<file path="src/hw/rtl/assert_macros.svh">
// assertion macros shared by the rtl modules
// expects clk and rst_n in the scope of each use; empty bodies for synthesis
`ifndef ASSERT_MACROS_SVH
`define ASSERT_MACROS_SVH
`ifndef SYNTHESIS
`define ASSERT_ALWAYS(label, expr, msg) \
    label: assert property (@(posedge clk) disable iff (!rst_n) (expr)) else $error(msg);
`define ASSERT_IMPLIES(label, ante, cons, msg) \
    label: assert property (@(posedge clk) disable iff (!rst_n) (ante) |-> (cons)) \
        else $error(msg);
`define ASSERT_NEXT(label, ante, cons, msg) \
    label: assert property (@(posedge clk) disable iff (!rst_n) (ante) |=> (cons)) \
        else $error(msg);
`else
`define ASSERT_ALWAYS(label, expr, msg)
`define ASSERT_IMPLIES(label, ante, cons, msg)
`define ASSERT_NEXT(label, ante, cons, msg)
`endif
`endif

</file>
<file path="src/hw/rtl/euu_pkg.sv">
// shared types and constants for the escape unescaper
// no dependencies
package euu_pkg;

    localparam int QUEUE_DEPTH = 4;

    typedef logic [7:0] byte_t;

    // one decoded input transaction: up to three output bytes and the end flag
    typedef struct packed {
        logic [2:0][7:0] bytes;
        logic [1:0]      count;
        logic            last;
    } q_entry_t;

    // queue status seen by both sides
    typedef struct packed {
        logic full;
        logic empty;
    } fifo_status_t;

endpackage

</file>
<file path="src/hw/rtl/euu_in_if.sv">
// input channel: raw escaped bytes with an end-of-value flag
// no dependencies
interface euu_in_if;
    logic       valid;
    logic       ready;
    logic [7:0] char_byte;
    logic       end_of_value;

    modport source (output valid, output char_byte, output end_of_value, input ready);
    modport sink (input valid, input char_byte, input end_of_value, output ready);
endinterface

</file>
<file path="src/hw/rtl/euu_out_if.sv">
// output channel: unescaped bytes, end-only markers and the last flag
// no dependencies
interface euu_out_if;
    logic       valid;
    logic       ready;
    logic [7:0] out_byte;
    logic       byte_valid;
    logic       last_of_value;

    modport source (output valid, output out_byte, output byte_valid, output last_of_value,
                     input ready);
    modport sink (input valid, input out_byte, input byte_valid, input last_of_value,
                  output ready);
endinterface

</file>
<file path="src/hw/rtl/escape_unescape_to_utf8.sv">
// path: an accepted input goes into the queue slot, then into the output register
// throughput: one input byte per cycle while the queue has room; the output register sends
// one byte per cycle while the sink is ready, so a unicode escape giving two or three bytes
// holds the output longer and the four-entry queue between scanner and output absorbs those bursts
// reset: asynchronous active-low rst_n clears the scanner mode, queue and output valid
// top level: scanner front end, decoded-entry queue, byte serialiser back end
module escape_unescape_to_utf8 #(
    parameter int QueueDepth = euu_pkg::QUEUE_DEPTH
) (
    input  logic       clk,
    input  logic       rst_n,
    euu_in_if.sink     escaped,
    euu_out_if.source  unescaped
);
    import euu_pkg::*;

    q_entry_t     push_data;
    q_entry_t     head;
    fifo_status_t q_status;
    logic         q_push;
    logic         q_pop;

    euu_front u_front (
        .clk      (clk),
        .rst_n    (rst_n),
        .escaped  (escaped),
        .q_status (q_status),
        .q_push   (q_push),
        .q_data   (push_data)
    );

    euu_fifo #(
        .Depth (QueueDepth)
    ) u_fifo (
        .clk       (clk),
        .rst_n     (rst_n),
        .push      (q_push),
        .push_data (push_data),
        .pop       (q_pop),
        .pop_data  (head),
        .status    (q_status)
    );

    euu_back u_back (
        .clk       (clk),
        .rst_n     (rst_n),
        .head      (head),
        .q_status  (q_status),
        .q_pop     (q_pop),
        .unescaped (unescaped)
    );

endmodule

</file>
<file path="src/hw/rtl/euu_front.sv">
// front end: accepts raw bytes, runs the escape scanner, builds queue entries
// depends on euu_pkg and euu_in_if
module euu_front (
    input  logic                   clk,
    input  logic                   rst_n,
    euu_in_if.sink                 escaped,
    input  euu_pkg::fifo_status_t  q_status,
    output logic                   q_push,
    output euu_pkg::q_entry_t      q_data
);
    import euu_pkg::*;

    localparam logic [1:0] MODE_NORMAL  = 2'd0;
    localparam logic [1:0] MODE_ESCAPE  = 2'd1;
    localparam logic [1:0] MODE_UNICODE = 2'd2;

    localparam byte_t CHAR_BSLASH = 8'h5C;
    localparam byte_t CHAR_U      = 8'h75;
    localparam byte_t CHAR_T      = 8'h74;
    localparam byte_t CHAR_N      = 8'h6E;
    localparam byte_t CHAR_R      = 8'h72;
    localparam byte_t CHAR_F      = 8'h66;
    localparam byte_t CODE_TAB    = 8'h09;
    localparam byte_t CODE_LF     = 8'h0A;
    localparam byte_t CODE_CR     = 8'h0D;
    localparam byte_t CODE_FF     = 8'h0C;
    localparam byte_t LEAD_TWO    = 8'hC0;
    localparam byte_t LEAD_THREE  = 8'hE0;
    localparam byte_t CONT_MARK   = 8'h80;

    typedef struct packed {
        logic  emit;
        byte_t data;
        logic  esc;
    } step_t;

    // {is hex, nibble}; nibble is zero for a non-hex byte
    function automatic logic [4:0] hex_decode(input byte_t c);
        logic [4:0] r;
        r = 5'd0;
        if (c inside {[8'h30:8'h39]}) begin
            r = {1'b1, c[3:0]};
        end
        else if ((c inside {[8'h61:8'h66]}) || (c inside {[8'h41:8'h46]})) begin
            r = {1'b1, c[3:0] + 4'd9};
        end
        return r;
    endfunction

    function automatic byte_t esc_map(input byte_t c);
        byte_t r;
        case (c)
            CHAR_T:  r = CODE_TAB;
            CHAR_N:  r = CODE_LF;
            CHAR_R:  r = CODE_CR;
            CHAR_F:  r = CODE_FF;
            default: r = c;
        endcase
        return r;
    endfunction

    // one byte in normal or after-backslash mode; \u is handled by the caller
    function automatic step_t char_step(input logic esc, input byte_t c, input logic is_end);
        step_t s;
        s.emit = 1'b0;
        s.data = c;
        s.esc  = 1'b0;
        if (esc) begin
            if (c != CHAR_U) begin
                s.emit = 1'b1;
                s.data = esc_map(c);
            end
        end
        else if (c == CHAR_BSLASH) begin
            s.esc = !is_end;
        end
        else begin
            s.emit = 1'b1;
        end
        return s;
    endfunction

    function automatic q_entry_t utf8_encode(input logic [15:0] cp);
        q_entry_t e;
        e = '0;
        if (cp <= 16'h007F) begin
            e.bytes[0] = cp[7:0];
            e.count    = 2'd1;
        end
        else if (cp <= 16'h07FF) begin
            e.bytes[0] = LEAD_TWO | {3'b000, cp[10:6]};
            e.bytes[1] = CONT_MARK | {2'b00, cp[5:0]};
            e.count    = 2'd2;
        end
        else begin
            e.bytes[0] = LEAD_THREE | {4'b0000, cp[15:12]};
            e.bytes[1] = CONT_MARK | {2'b00, cp[11:6]};
            e.bytes[2] = CONT_MARK | {2'b00, cp[5:0]};
            e.count    = 2'd3;
        end
        return e;
    endfunction

    logic [1:0]  mode_reg, mode_next;
    logic [1:0]  cnt_reg, cnt_next;
    logic [15:0] accum_reg, accum_next;
    logic        bad_reg, bad_next;
    byte_t       held_reg [3];
    logic        held_wr;

    logic        accept;
    byte_t       in_b;
    logic        in_end;
    logic [4:0]  hexd;
    logic [15:0] acc_shift;
    step_t       st;
    step_t       rep_st;
    logic        rep_esc;
    logic [1:0]  rep_k;
    byte_t       rep_byte;
    q_entry_t    ent;

    assign in_b          = escaped.char_byte;
    assign in_end        = escaped.end_of_value;
    assign escaped.ready = !q_status.full;
    assign accept        = escaped.valid && escaped.ready;
    assign hexd          = hex_decode(in_b);
    assign acc_shift     = {accum_reg[11:0], hexd[3:0]};

    // scanner next state and decoded bytes
    always_comb
    begin
        mode_next  = mode_reg;
        cnt_next   = cnt_reg;
        accum_next = accum_reg;
        bad_next   = bad_reg;
        held_wr    = 1'b0;
        ent        = '0;
        st         = '0;
        rep_st     = '0;
        rep_esc    = 1'b0;
        rep_k      = 2'd0;
        rep_byte   = in_b;
        if (mode_reg == MODE_UNICODE) begin
            accum_next = acc_shift;
            bad_next   = bad_reg | !hexd[4];
            if (cnt_reg == 2'd3) begin
                mode_next = MODE_NORMAL;
                cnt_next  = 2'd0;
                if (!bad_next) begin
                    ent = utf8_encode(acc_shift);
                end
            end
            else if (in_end) begin
                // short escape: replay held digits and this byte as plain input
                for (int i = 0; i < 3; i++) begin
                    if (2'(i) <= cnt_reg) begin
                        rep_byte = (2'(i) == cnt_reg) ? in_b : held_reg[2'(i)];
                        rep_st   = char_step(rep_esc, rep_byte, 2'(i) == cnt_reg);
                        rep_esc  = rep_st.esc;
                        if (rep_st.emit) begin
                            ent.bytes[rep_k] = rep_st.data;
                            rep_k            = rep_k + 2'd1;
                        end
                    end
                end
                ent.count = rep_k;
            end
            else begin
                held_wr  = 1'b1;
                cnt_next = cnt_reg + 2'd1;
            end
        end
        else begin
            st        = char_step(mode_reg == MODE_ESCAPE, in_b, in_end);
            mode_next = st.esc ? MODE_ESCAPE : MODE_NORMAL;
            if ((mode_reg == MODE_ESCAPE) && (in_b == CHAR_U) && !in_end) begin
                mode_next  = MODE_UNICODE;
                cnt_next   = 2'd0;
                accum_next = 16'd0;
                bad_next   = 1'b0;
            end
            if (st.emit) begin
                ent.bytes[0] = st.data;
                ent.count    = 2'd1;
            end
        end
        if (in_end) begin
            mode_next = MODE_NORMAL;
            cnt_next  = 2'd0;
        end
        ent.last = in_end;
    end

    // only transactions that give bytes or close a value enter the queue
    assign q_push = accept && ((ent.count != 2'd0) || in_end);
    assign q_data = ent;

    // scanner state
    always_ff @(posedge clk or negedge rst_n)
    begin
        if (!rst_n) begin
            mode_reg  <= MODE_NORMAL;
            cnt_reg   <= 2'd0;
            accum_reg <= 16'd0;
            bad_reg   <= 1'b0;
        end
        else if (accept) begin
            mode_reg  <= mode_next;
            cnt_reg   <= cnt_next;
            accum_reg <= accum_next;
            bad_reg   <= bad_next;
        end
    end

    // held raw digits
    always_ff @(posedge clk)
    begin
        if (accept && held_wr) begin
            held_reg[cnt_reg] <= in_b;
        end
    end

endmodule

</file>
<file path="src/hw/rtl/euu_fifo.sv">
// short queue of decoded entries between the front and back ends
// depends on euu_pkg and assert_macros.svh
`include "assert_macros.svh"
module euu_fifo #(
    parameter int Depth = euu_pkg::QUEUE_DEPTH
) (
    input  logic                  clk,
    input  logic                  rst_n,
    input  logic                  push,
    input  euu_pkg::q_entry_t     push_data,
    input  logic                  pop,
    output euu_pkg::q_entry_t     pop_data,
    output euu_pkg::fifo_status_t status
);
    import euu_pkg::*;

    localparam int PtrW = (Depth > 1) ? $clog2(Depth) : 1;
    localparam int CntW = $clog2(Depth + 1);

    q_entry_t          slot_reg [Depth];
    logic [PtrW-1:0]   wr_ptr_reg;
    logic [PtrW-1:0]   rd_ptr_reg;
    logic [CntW-1:0]   count_reg;
    logic              push_ok;
    logic              pop_ok;

    assign status.full  = (count_reg == CntW'(Depth));
    assign status.empty = (count_reg == '0);
    assign push_ok      = push && !status.full;
    assign pop_ok       = pop && !status.empty;
    assign pop_data     = slot_reg[rd_ptr_reg];

    // pointers and fill count
    always_ff @(posedge clk or negedge rst_n)
    begin
        if (!rst_n) begin
            wr_ptr_reg <= '0;
            rd_ptr_reg <= '0;
            count_reg  <= '0;
        end
        else begin
            if (push_ok) begin
                wr_ptr_reg <= (wr_ptr_reg == PtrW'(Depth - 1)) ? '0 : wr_ptr_reg + 1'b1;
            end
            if (pop_ok) begin
                rd_ptr_reg <= (rd_ptr_reg == PtrW'(Depth - 1)) ? '0 : rd_ptr_reg + 1'b1;
            end
            if (push_ok && !pop_ok) begin
                count_reg <= count_reg + 1'b1;
            end
            else if (pop_ok && !push_ok) begin
                count_reg <= count_reg - 1'b1;
            end
        end
    end

    // entry storage
    always_ff @(posedge clk)
    begin
        if (push_ok) begin
            slot_reg[wr_ptr_reg] <= push_data;
        end
    end

    `ASSERT_ALWAYS(a_count_range, count_reg <= CntW'(Depth), "queue fill count beyond depth")
    `ASSERT_NEXT(a_count_up, push_ok && !pop_ok, count_reg == $past(count_reg) + 1'b1, "queue count did not rise on push")
    `ASSERT_NEXT(a_count_down, pop_ok && !push_ok, count_reg == $past(count_reg) - 1'b1, "queue count did not fall on pop")

endmodule

</file>
<file path="src/hw/rtl/euu_back.sv">
// back end: walks the bytes of each queue entry into the output register
// depends on euu_pkg, euu_out_if and assert_macros.svh
`include "assert_macros.svh"
module euu_back (
    input  logic                  clk,
    input  logic                  rst_n,
    input  euu_pkg::q_entry_t     head,
    input  euu_pkg::fifo_status_t q_status,
    output logic                  q_pop,
    euu_out_if.source             unescaped
);
    import euu_pkg::*;

    logic [1:0] idx_reg;
    logic       out_valid_reg;
    byte_t      out_byte_reg;
    logic       byte_valid_reg;
    logic       last_reg;
    logic       load;
    logic       take;
    logic [1:0] last_idx;
    logic       at_end;

    // output register may load when empty or being drained
    assign load     = !out_valid_reg || unescaped.ready;
    assign take     = load && !q_status.empty;
    assign last_idx = (head.count == 2'd0) ? 2'd0 : head.count - 2'd1;
    assign at_end   = (idx_reg == last_idx);
    assign q_pop    = take && at_end;

    assign unescaped.valid         = out_valid_reg;
    assign unescaped.out_byte      = out_byte_reg;
    assign unescaped.byte_valid    = byte_valid_reg;
    assign unescaped.last_of_value = last_reg;

    // byte index and output valid
    always_ff @(posedge clk or negedge rst_n)
    begin
        if (!rst_n) begin
            idx_reg       <= 2'd0;
            out_valid_reg <= 1'b0;
        end
        else begin
            if (load) begin
                out_valid_reg <= !q_status.empty;
            end
            if (take) begin
                idx_reg <= at_end ? 2'd0 : idx_reg + 2'd1;
            end
        end
    end

    // output payload; an entry with no bytes becomes an end-only marker
    always_ff @(posedge clk)
    begin
        if (take) begin
            out_byte_reg   <= (head.count == 2'd0) ? 8'h00 : head.bytes[idx_reg];
            byte_valid_reg <= (head.count != 2'd0);
            last_reg       <= head.last && at_end;
        end
    end

    `ASSERT_IMPLIES(a_marker_last, out_valid_reg && !byte_valid_reg, last_reg, "end-only marker without last flag")
    `ASSERT_IMPLIES(a_idx_has_head, idx_reg != 2'd0, !q_status.empty, "byte index set with empty queue")

endmodule
</file>
<file path="src/flat_wrapper.sv">
// flat-port wrapper written by rule: the top's interface ports become plain ports
module escape_unescape_to_utf8_flat import euu_pkg::*;
#(
    parameter int QueueDepth = euu_pkg::QUEUE_DEPTH
)
  (clk, rst_n, escaped_valid, escaped_char_byte, escaped_end_of_value, escaped_ready, unescaped_valid, unescaped_out_byte, unescaped_byte_valid, unescaped_last_of_value, unescaped_ready);
  euu_in_if escaped_i ();
  euu_out_if unescaped_i ();
  input  logic clk;
  input  logic rst_n;
  input wire logic [$bits(escaped_i.valid)-1:0] escaped_valid;
  input wire logic [$bits(escaped_i.char_byte)-1:0] escaped_char_byte;
  input wire logic [$bits(escaped_i.end_of_value)-1:0] escaped_end_of_value;
  output wire logic [$bits(escaped_i.ready)-1:0] escaped_ready;
  output wire logic [$bits(unescaped_i.valid)-1:0] unescaped_valid;
  output wire logic [$bits(unescaped_i.out_byte)-1:0] unescaped_out_byte;
  output wire logic [$bits(unescaped_i.byte_valid)-1:0] unescaped_byte_valid;
  output wire logic [$bits(unescaped_i.last_of_value)-1:0] unescaped_last_of_value;
  input wire logic [$bits(unescaped_i.ready)-1:0] unescaped_ready;
  assign escaped_i.valid = escaped_valid;
  assign escaped_i.char_byte = escaped_char_byte;
  assign escaped_i.end_of_value = escaped_end_of_value;
  assign escaped_ready = escaped_i.ready;
  assign unescaped_valid = unescaped_i.valid;
  assign unescaped_out_byte = unescaped_i.out_byte;
  assign unescaped_byte_valid = unescaped_i.byte_valid;
  assign unescaped_last_of_value = unescaped_i.last_of_value;
  assign unescaped_i.ready = unescaped_ready;
  escape_unescape_to_utf8 #(.QueueDepth(QueueDepth)) u_core (.clk(clk), .rst_n(rst_n), .escaped(escaped_i), .unescaped(unescaped_i));
endmodule
</file>
<file path="config.mk">
export PLATFORM = sky130hd
export DESIGN_NAME = escape_unescape_to_utf8_flat
export DESIGN_NICKNAME = d
export VERILOG_FILES = /design/src/hw/rtl/euu_pkg.sv /design/src/hw/rtl/euu_in_if.sv /design/src/hw/rtl/euu_out_if.sv /design/src/hw/rtl/escape_unescape_to_utf8.sv /design/src/hw/rtl/euu_front.sv /design/src/hw/rtl/euu_fifo.sv /design/src/hw/rtl/euu_back.sv /design/src/flat_wrapper.sv
export VERILOG_INCLUDE_DIRS = /design/src /design/src/hw/rtl
export SDC_FILE = /design/constraint.sdc
export NUM_CORES = 1
export LEC_CHECK = 0
export BUFFER_PORTS_ARGS = -buffer_cell sky130_fd_sc_hd__buf_4
export CAP_MARGIN = 10
export CORE_AREA = 2 2 87 172
export CTS_CLUSTER_SIZE = 40
export DETAILED_ROUTE_END_ITERATION = 16
export DIE_AREA = 0 0 89 174
export PLACE_DENSITY = 0.8
export SETUP_SLACK_MARGIN = 0.05
export SLEW_MARGIN = 20
export SYNTH_ARGS = -nofsm -noshare
export SYNTH_HDL_FRONTEND = slang
export SYNTH_SLANG_ARGS = --single-unit
</file>
<file path="constraint.sdc">
create_clock -name clk -period 4.3 [get_ports clk]
set_input_delay 0.215 -clock clk [delete_from_list [all_inputs] [get_ports clk]]
set_output_delay 0.215 -clock clk [all_outputs]
set_load 0.01 [all_outputs]
</file>
# Yosys cells after proc, flatten, opt, wreduce, memory -nomap -nowiden
# Memories as Yosys holds them, arrays and structs flattened.
# Cells that the tools add are included.
dict set report totals {
  regBits 37
  latch_bits 0
  ram_bits 132
  rom_bits 0
  output_inout_bits 12
  mem_count 2
}
dict set report classes {
  addsub 10
  mul 0
  div_mod_pow 0
  order_cmp 16
  eq_ne 30
  shift 0
  n_mux 124
  bitwise 1
  n_reduce_logical 40
}
# memory depth width rd rd_ports_with_merged_regs write_ports line
set mem_list {}
lappend mem_list {u_core.u_fifo.slot_reg 4 27 1 0 1 euu_fifo.sv:20} ;# q_entry_t slot_reg [Depth];
lappend mem_list {u_core.u_front.held_reg 3 8 3 0 1 euu_front.sv:108} ;# byte_t held_reg [3];
# operator n
set op_table {}
lappend op_table {{8-bit 2-to-1 mux} 23}
lappend op_table {{24-bit 2-to-1 mux} 7}
lappend op_table {{8-bit by 7-bit equality test with 1-bit output, second input constant} 17}
lappend op_table {{8-bit one-hot mux with 4 select lines} 3}
lappend op_table {{26-bit 2-to-1 mux} 2}
lappend op_table {{24-bit bitwise mux} 2}
lappend op_table {{16-bit 2-to-1 mux} 3}
lappend op_table {{1-bit 2-to-1 mux} 46}
lappend op_table {{2-bit 2-to-1 mux} 22}
lappend op_table {{8-bit demux with 2-bit select} 2}
lappend op_table {{10-bit 2-to-1 mux} 3}
lappend op_table {{27-bit 2-to-1 mux} 1}
lappend op_table {{9-bit 2-to-1 mux} 3}
lappend op_table {{12-bit 2-to-1 mux} 2}
lappend op_table {{8-bit by 7-bit != test with 1-bit output, second input constant} 3}
lappend op_table {{1-bit logical AND} 17}
lappend op_table {{8-bit binary-select mux with 2-bit select} 1}
lappend op_table {{8-bit by 7-bit greater-or-equal comparator with 1-bit output, second input constant} 2}
lappend op_table {{16-bit by 11-bit less-or-equal comparator with 1-bit output, second input constant} 1}
lappend op_table {{16-bit by 7-bit less-or-equal comparator with 1-bit output, second input constant} 1}
lappend op_table {{8-bit by 7-bit less-or-equal comparator with 1-bit output, second input constant} 2}
lappend op_table {{2-bit by 1-bit adder with 2-bit output, second input constant} 6}
lappend op_table {{5-bit 2-to-1 mux} 2}
lappend op_table {{1-bit logical NOT} 9}
lappend op_table {{other kinds (25)} 41}

# Depth between registers and ports, before layout
dict set report depth {
  depth_word 37
  mapped_depth 17
  ltp_nobuf 15
}

# Cells and area by module
# A second synthesis with hierarchy kept.
dict set report hier_totals {
  cells_unflattened 686
  area_unflattened_um2 8807.2
}
# mod n_inst cells_each area_per_inst_um2
set by_module_without_submodules {}
lappend by_module_without_submodules {euu_fifo 1 178 4336.7}
lappend by_module_without_submodules {euu_front 1 435 3703.6}
lappend by_module_without_submodules {euu_back 1 73 767.0}

# Least setup slack after synthesis
# Ideal clock, no wire load.
dict set report synth_timing {
  path_kind {reg-to-reg}
  from {register u_core.u_front.cnt_reg[1]}
  to {memory u_core.u_fifo.slot_reg[0][17] in the netlist's numbering, data pin}
  t_arrival_ns 3.469
  required_time_ns 4.121
  setup_slack_ns 0.652
  stages_incl_launch_ff 18
  n_path_buf 2
  synth_period_minus_slack_ns 3.648
  path_cell_list {dfrtp_1 > inv_1 > ha_1 > buf_4 > buf_2 > mux2i_1 > nor2b_1 > nand4_1 > inv_1 > a21oi_1 > ha_1 > a21oi_1 > inv_1 > ha_1 > o21ai_0 > nor2_4 > or3_1 > a21oi_1}
}
# element line
set synth_lines {}
lappend synth_lines {{start: declaration} euu_front.sv:105} ;# logic [1:0] cnt_reg, cnt_next;
lappend synth_lines {{start signal: assignment} euu_front.sv:210} ;# cnt_reg <= cnt_next;
lappend synth_lines {{end: declaration} euu_fifo.sv:20}

==> flow_metrics.env <==
export IMPL_run_status="finished clean"
export IMPL_max_freq_ghz=0.255
export IMPL_synth_net_count=708
export IMPL_start_util=0.614
export IMPL_overflow=0
export IMPL_cp_end_kind="flop"
export IMPL_syn_to_final_growth_pct=12.9
export IMPL_hpwlAfterDp_um=16700
export IMPL_routabilityCongestion=0.981
export IMPL_place_area_mm2=0.00923
export IMPL_synth_area_mm2=0.00876
export IMPL_cts_sinks=169
export IMPL_cts_htree_levels=4
export IMPL_cts_root_buf="clkbuf_16"
export IMPL_synthSimpleGateAreaFrac=0.133
export IMPL_avgSynthCellArea_um2=13.0
export IMPL_postRouteAntennaNets=0
export IMPL_via_count=6137
export IMPL_drt_iter0_drc=518
export IMPL_final_common_cell="edfxtp_1"
export IMPL_synth_xor_area_frac=0.00800
export IMPL_maxCapViolations=0
export IMPL_synth_seq_cells=169
export IMPL_ir_drop_v=0.000336
export IMPL_clk_pin_slew_ns=0.06
export IMPL_cts_tree="yes"
export IMPL_crit_chain="inv_1 > ha_2 > mux2i_1 > o211ai_1 > nor3_1 > a21oi_1 > ha_1 > a21oi_1 > inv_1 > ha_1 > o21ai_0 > nor2_4 > mux2i_1 > o21ai_0"
export IMPL_synth_adder_area_share=0.0280
export IMPL_dieArea_mm2=0.0155
export IMPL_first_pass_iters=7
export IMPL_tns_ns=0
export IMPL_grt_max_degree=28
export IMPL_yosysWarnings=0
export IMPL_synth_compound_gate_area_share=0.110
export IMPL_hold_viol=0
export IMPL_fin_nets=747
export IMPL_setup_violations_final=0
export IMPL_yosysUniqueCellTypes=81
export IMPL_num_rows=62
export IMPL_cts_setup_buffers=0
export IMPL_grt_antenna_before_repair=0
export IMPL_syn_inst=676
export IMPL_critPathLaunchType="flop"
export IMPL_vias_per_cell=6.67
export IMPL_fin_crit_sh=0.912
export IMPL_crit_arrival_ns=4.07
export IMPL_p_leak_nw=3.52
export IMPL_n_antenna_cell=0
export IMPL_grt_use_total=0.322
export IMPL_ys_seq_area_frac=0.564
export IMPL_postSynth_asyncResetShare=0.160
export IMPL_worst_path_max_delay_cell="o21ai_0"
export IMPL_tightestPinTransition_ns=0.857
export IMPL_maxSlewViolCount=0
export IMPL_crit_fanout=15
export IMPL_numPortBuffers=24
export IMPL_hold_slack_ns=0.111
export IMPL_die_h_um=174
export IMPL_routed_wl_um=23200
export IMPL_coreArea_mm2=0.0143
export IMPL_fillerInstances=1031
export IMPL_die_width_um=89
export IMPL_wl_per_cell_um=25.3
export IMPL_final_cell_mix="142 x edfxtp_1, 61 x nor2_1, 50 x buf_4"
export IMPL_synth_edf_count=142
export IMPL_fin_area_mm2=0.00988
export IMPL_cts_buffers=17
export IMPL_ys_flop_type="edfxtp_1"
export IMPL_grt_pass1_wl_um=36200
export IMPL_period_minus_slack_ns=3.92
export IMPL_drive_above_1_share=0.192
export IMPL_min_path_type="in2reg"
export IMPL_clk_latency_ns=0.43
export IMPL_r2r_slack_ns=0.38
export IMPL_cellPowerDensity_mw_per_mm2=554
export IMPL_max_slew_margin_rel=0.423
export IMPL_max_stage_delay_ns=0.47
export IMPL_cp_required_ns=4.45
export IMPL_largest_reg_flops=108
export IMPL_clk_path_buf_depth=2
export IMPL_synth_top_family_by_area="simple AND/OR/NAND/NOR gates"
export IMPL_drc=0
export IMPL_io_pins=25
export IMPL_rsz0062_at_grt="false"
export IMPL_criticalPathCategory="reg2reg"
export IMPL_grt_pass1_vias=6403
export IMPL_clock_skew_ns=0.00747
export IMPL_muxShareOfSynthArea=0.131
## path summary, 6_finish.rpt
check,cells past startpoint,startpoint,end
min reg2reg,1,u_core.u_fifo.count_reg[2],u_core.u_fifo.count_reg[2]
max,14,u_core.u_front.cnt_reg[1],u_core.u_fifo.slot_reg[1][16]
min in group asynchronous,2,rst_n,u_core.u_front.cnt_reg[1]
max in group asynchronous,2,rst_n,u_core.u_fifo.rd_ptr_reg[0]
min,1,escaped_char_byte[5],u_core.u_front.held_reg[1][5]
max reg2reg,14,u_core.u_front.cnt_reg[1],u_core.u_fifo.slot_reg[1][16]
## synthesized netlist by cell type, drive strengths merged, types with 7 or more instances
library cell,count,share of area
mux2i,43,0.049
nand3,12,0.0069
nor2,62,0.027
nor3,12,0.0074
clkbuf,17,0.0073
nand4,9,0.0064
dfrtp,27,0.077
nor2b,7,0.0050
a21oi,31,0.018
buf,15,0.0091
nand2,34,0.015
a22oi,15,0.013
mux4,27,0.069
a22o,9,0.0090
mux2,10,0.013
o21ai,32,0.018
and2,10,0.0071
inv,21,0.0090
edfxtp,142,0.49
ha,18,0.026
o22ai,9,0.0064
## per-stage QoR
stage | setup WS [ns] | instances | util | power [W]
3_5_place_dp | 0.260 | 886 | 0.647 | 0.00391
3_3_place_gp | 0.355 | 886 | 0.647 | 0.00383
2_1_floorplan | 0.652 | 676 | - | 0.00338
4_1_cts | 0.217 | 920 | 0.692 | 0.00550
6_report | 0.379 | 920 | 0.692 | 0.00548
5_1_grt | 0.104 | 920 | 0.692 | 0.00572
## cell type report
cell class | count | area (um^2) | share of cell area
inverters | 21 | 78.8 | 0.00797
repair buffers | 52 | 395 | 0.0400
multi-input cells | 454 | 3600 | 0.364
clock buffers | 25 | 559 | 0.0566
flip-flops and latches | 169 | 4940 | 0.500
well taps | 192 | 240 | 0.0243
clock inverters | 7 | 72.6 | 0.00734
## cell families (layout without fill, tap and decap cells)
family          Yosys count  after routing
simple gates            206            206
flops                   169            169
compound gates          141            141
mux                      80             80
buf+inv                  53            105
fa+ha+maj                19             19
xor+xnor                  8              8
## repair_timing
action,CTS,global route
endpoints found under the setup margin,0,41
resized for setup,0,1
endpoints found under the hold margin,28,0
hold buffers,2,0
## where the power goes
group	internal, W	switching (W)
clock network	0.000966	0.000609
registers	0.00213	0.000182
logic	0.000713	0.000878
total	0.00381	0.00167
## worst max-delay path, delay by kind of cell, from the launching register on
family | cells | cell delay, ns
mux | 2 | 0.54
compound gates | 5 | 1.22
simple gates | 2 | 0.32
buf+inv | 2 | 0.25
flops | 1 | 0.43
fa+ha+maj | 3 | 0.88
## metal layers
metal	wire length [um]	GRT usage	vias up
met2	12900	0.566	298
li1	-	-	2711
met5	0	0	-
met3	1070	0.0565	81
met4	1420	0.190	0
met1	7910	0.348	3047
No activity file was read; power rests on OpenSTA's default activity.
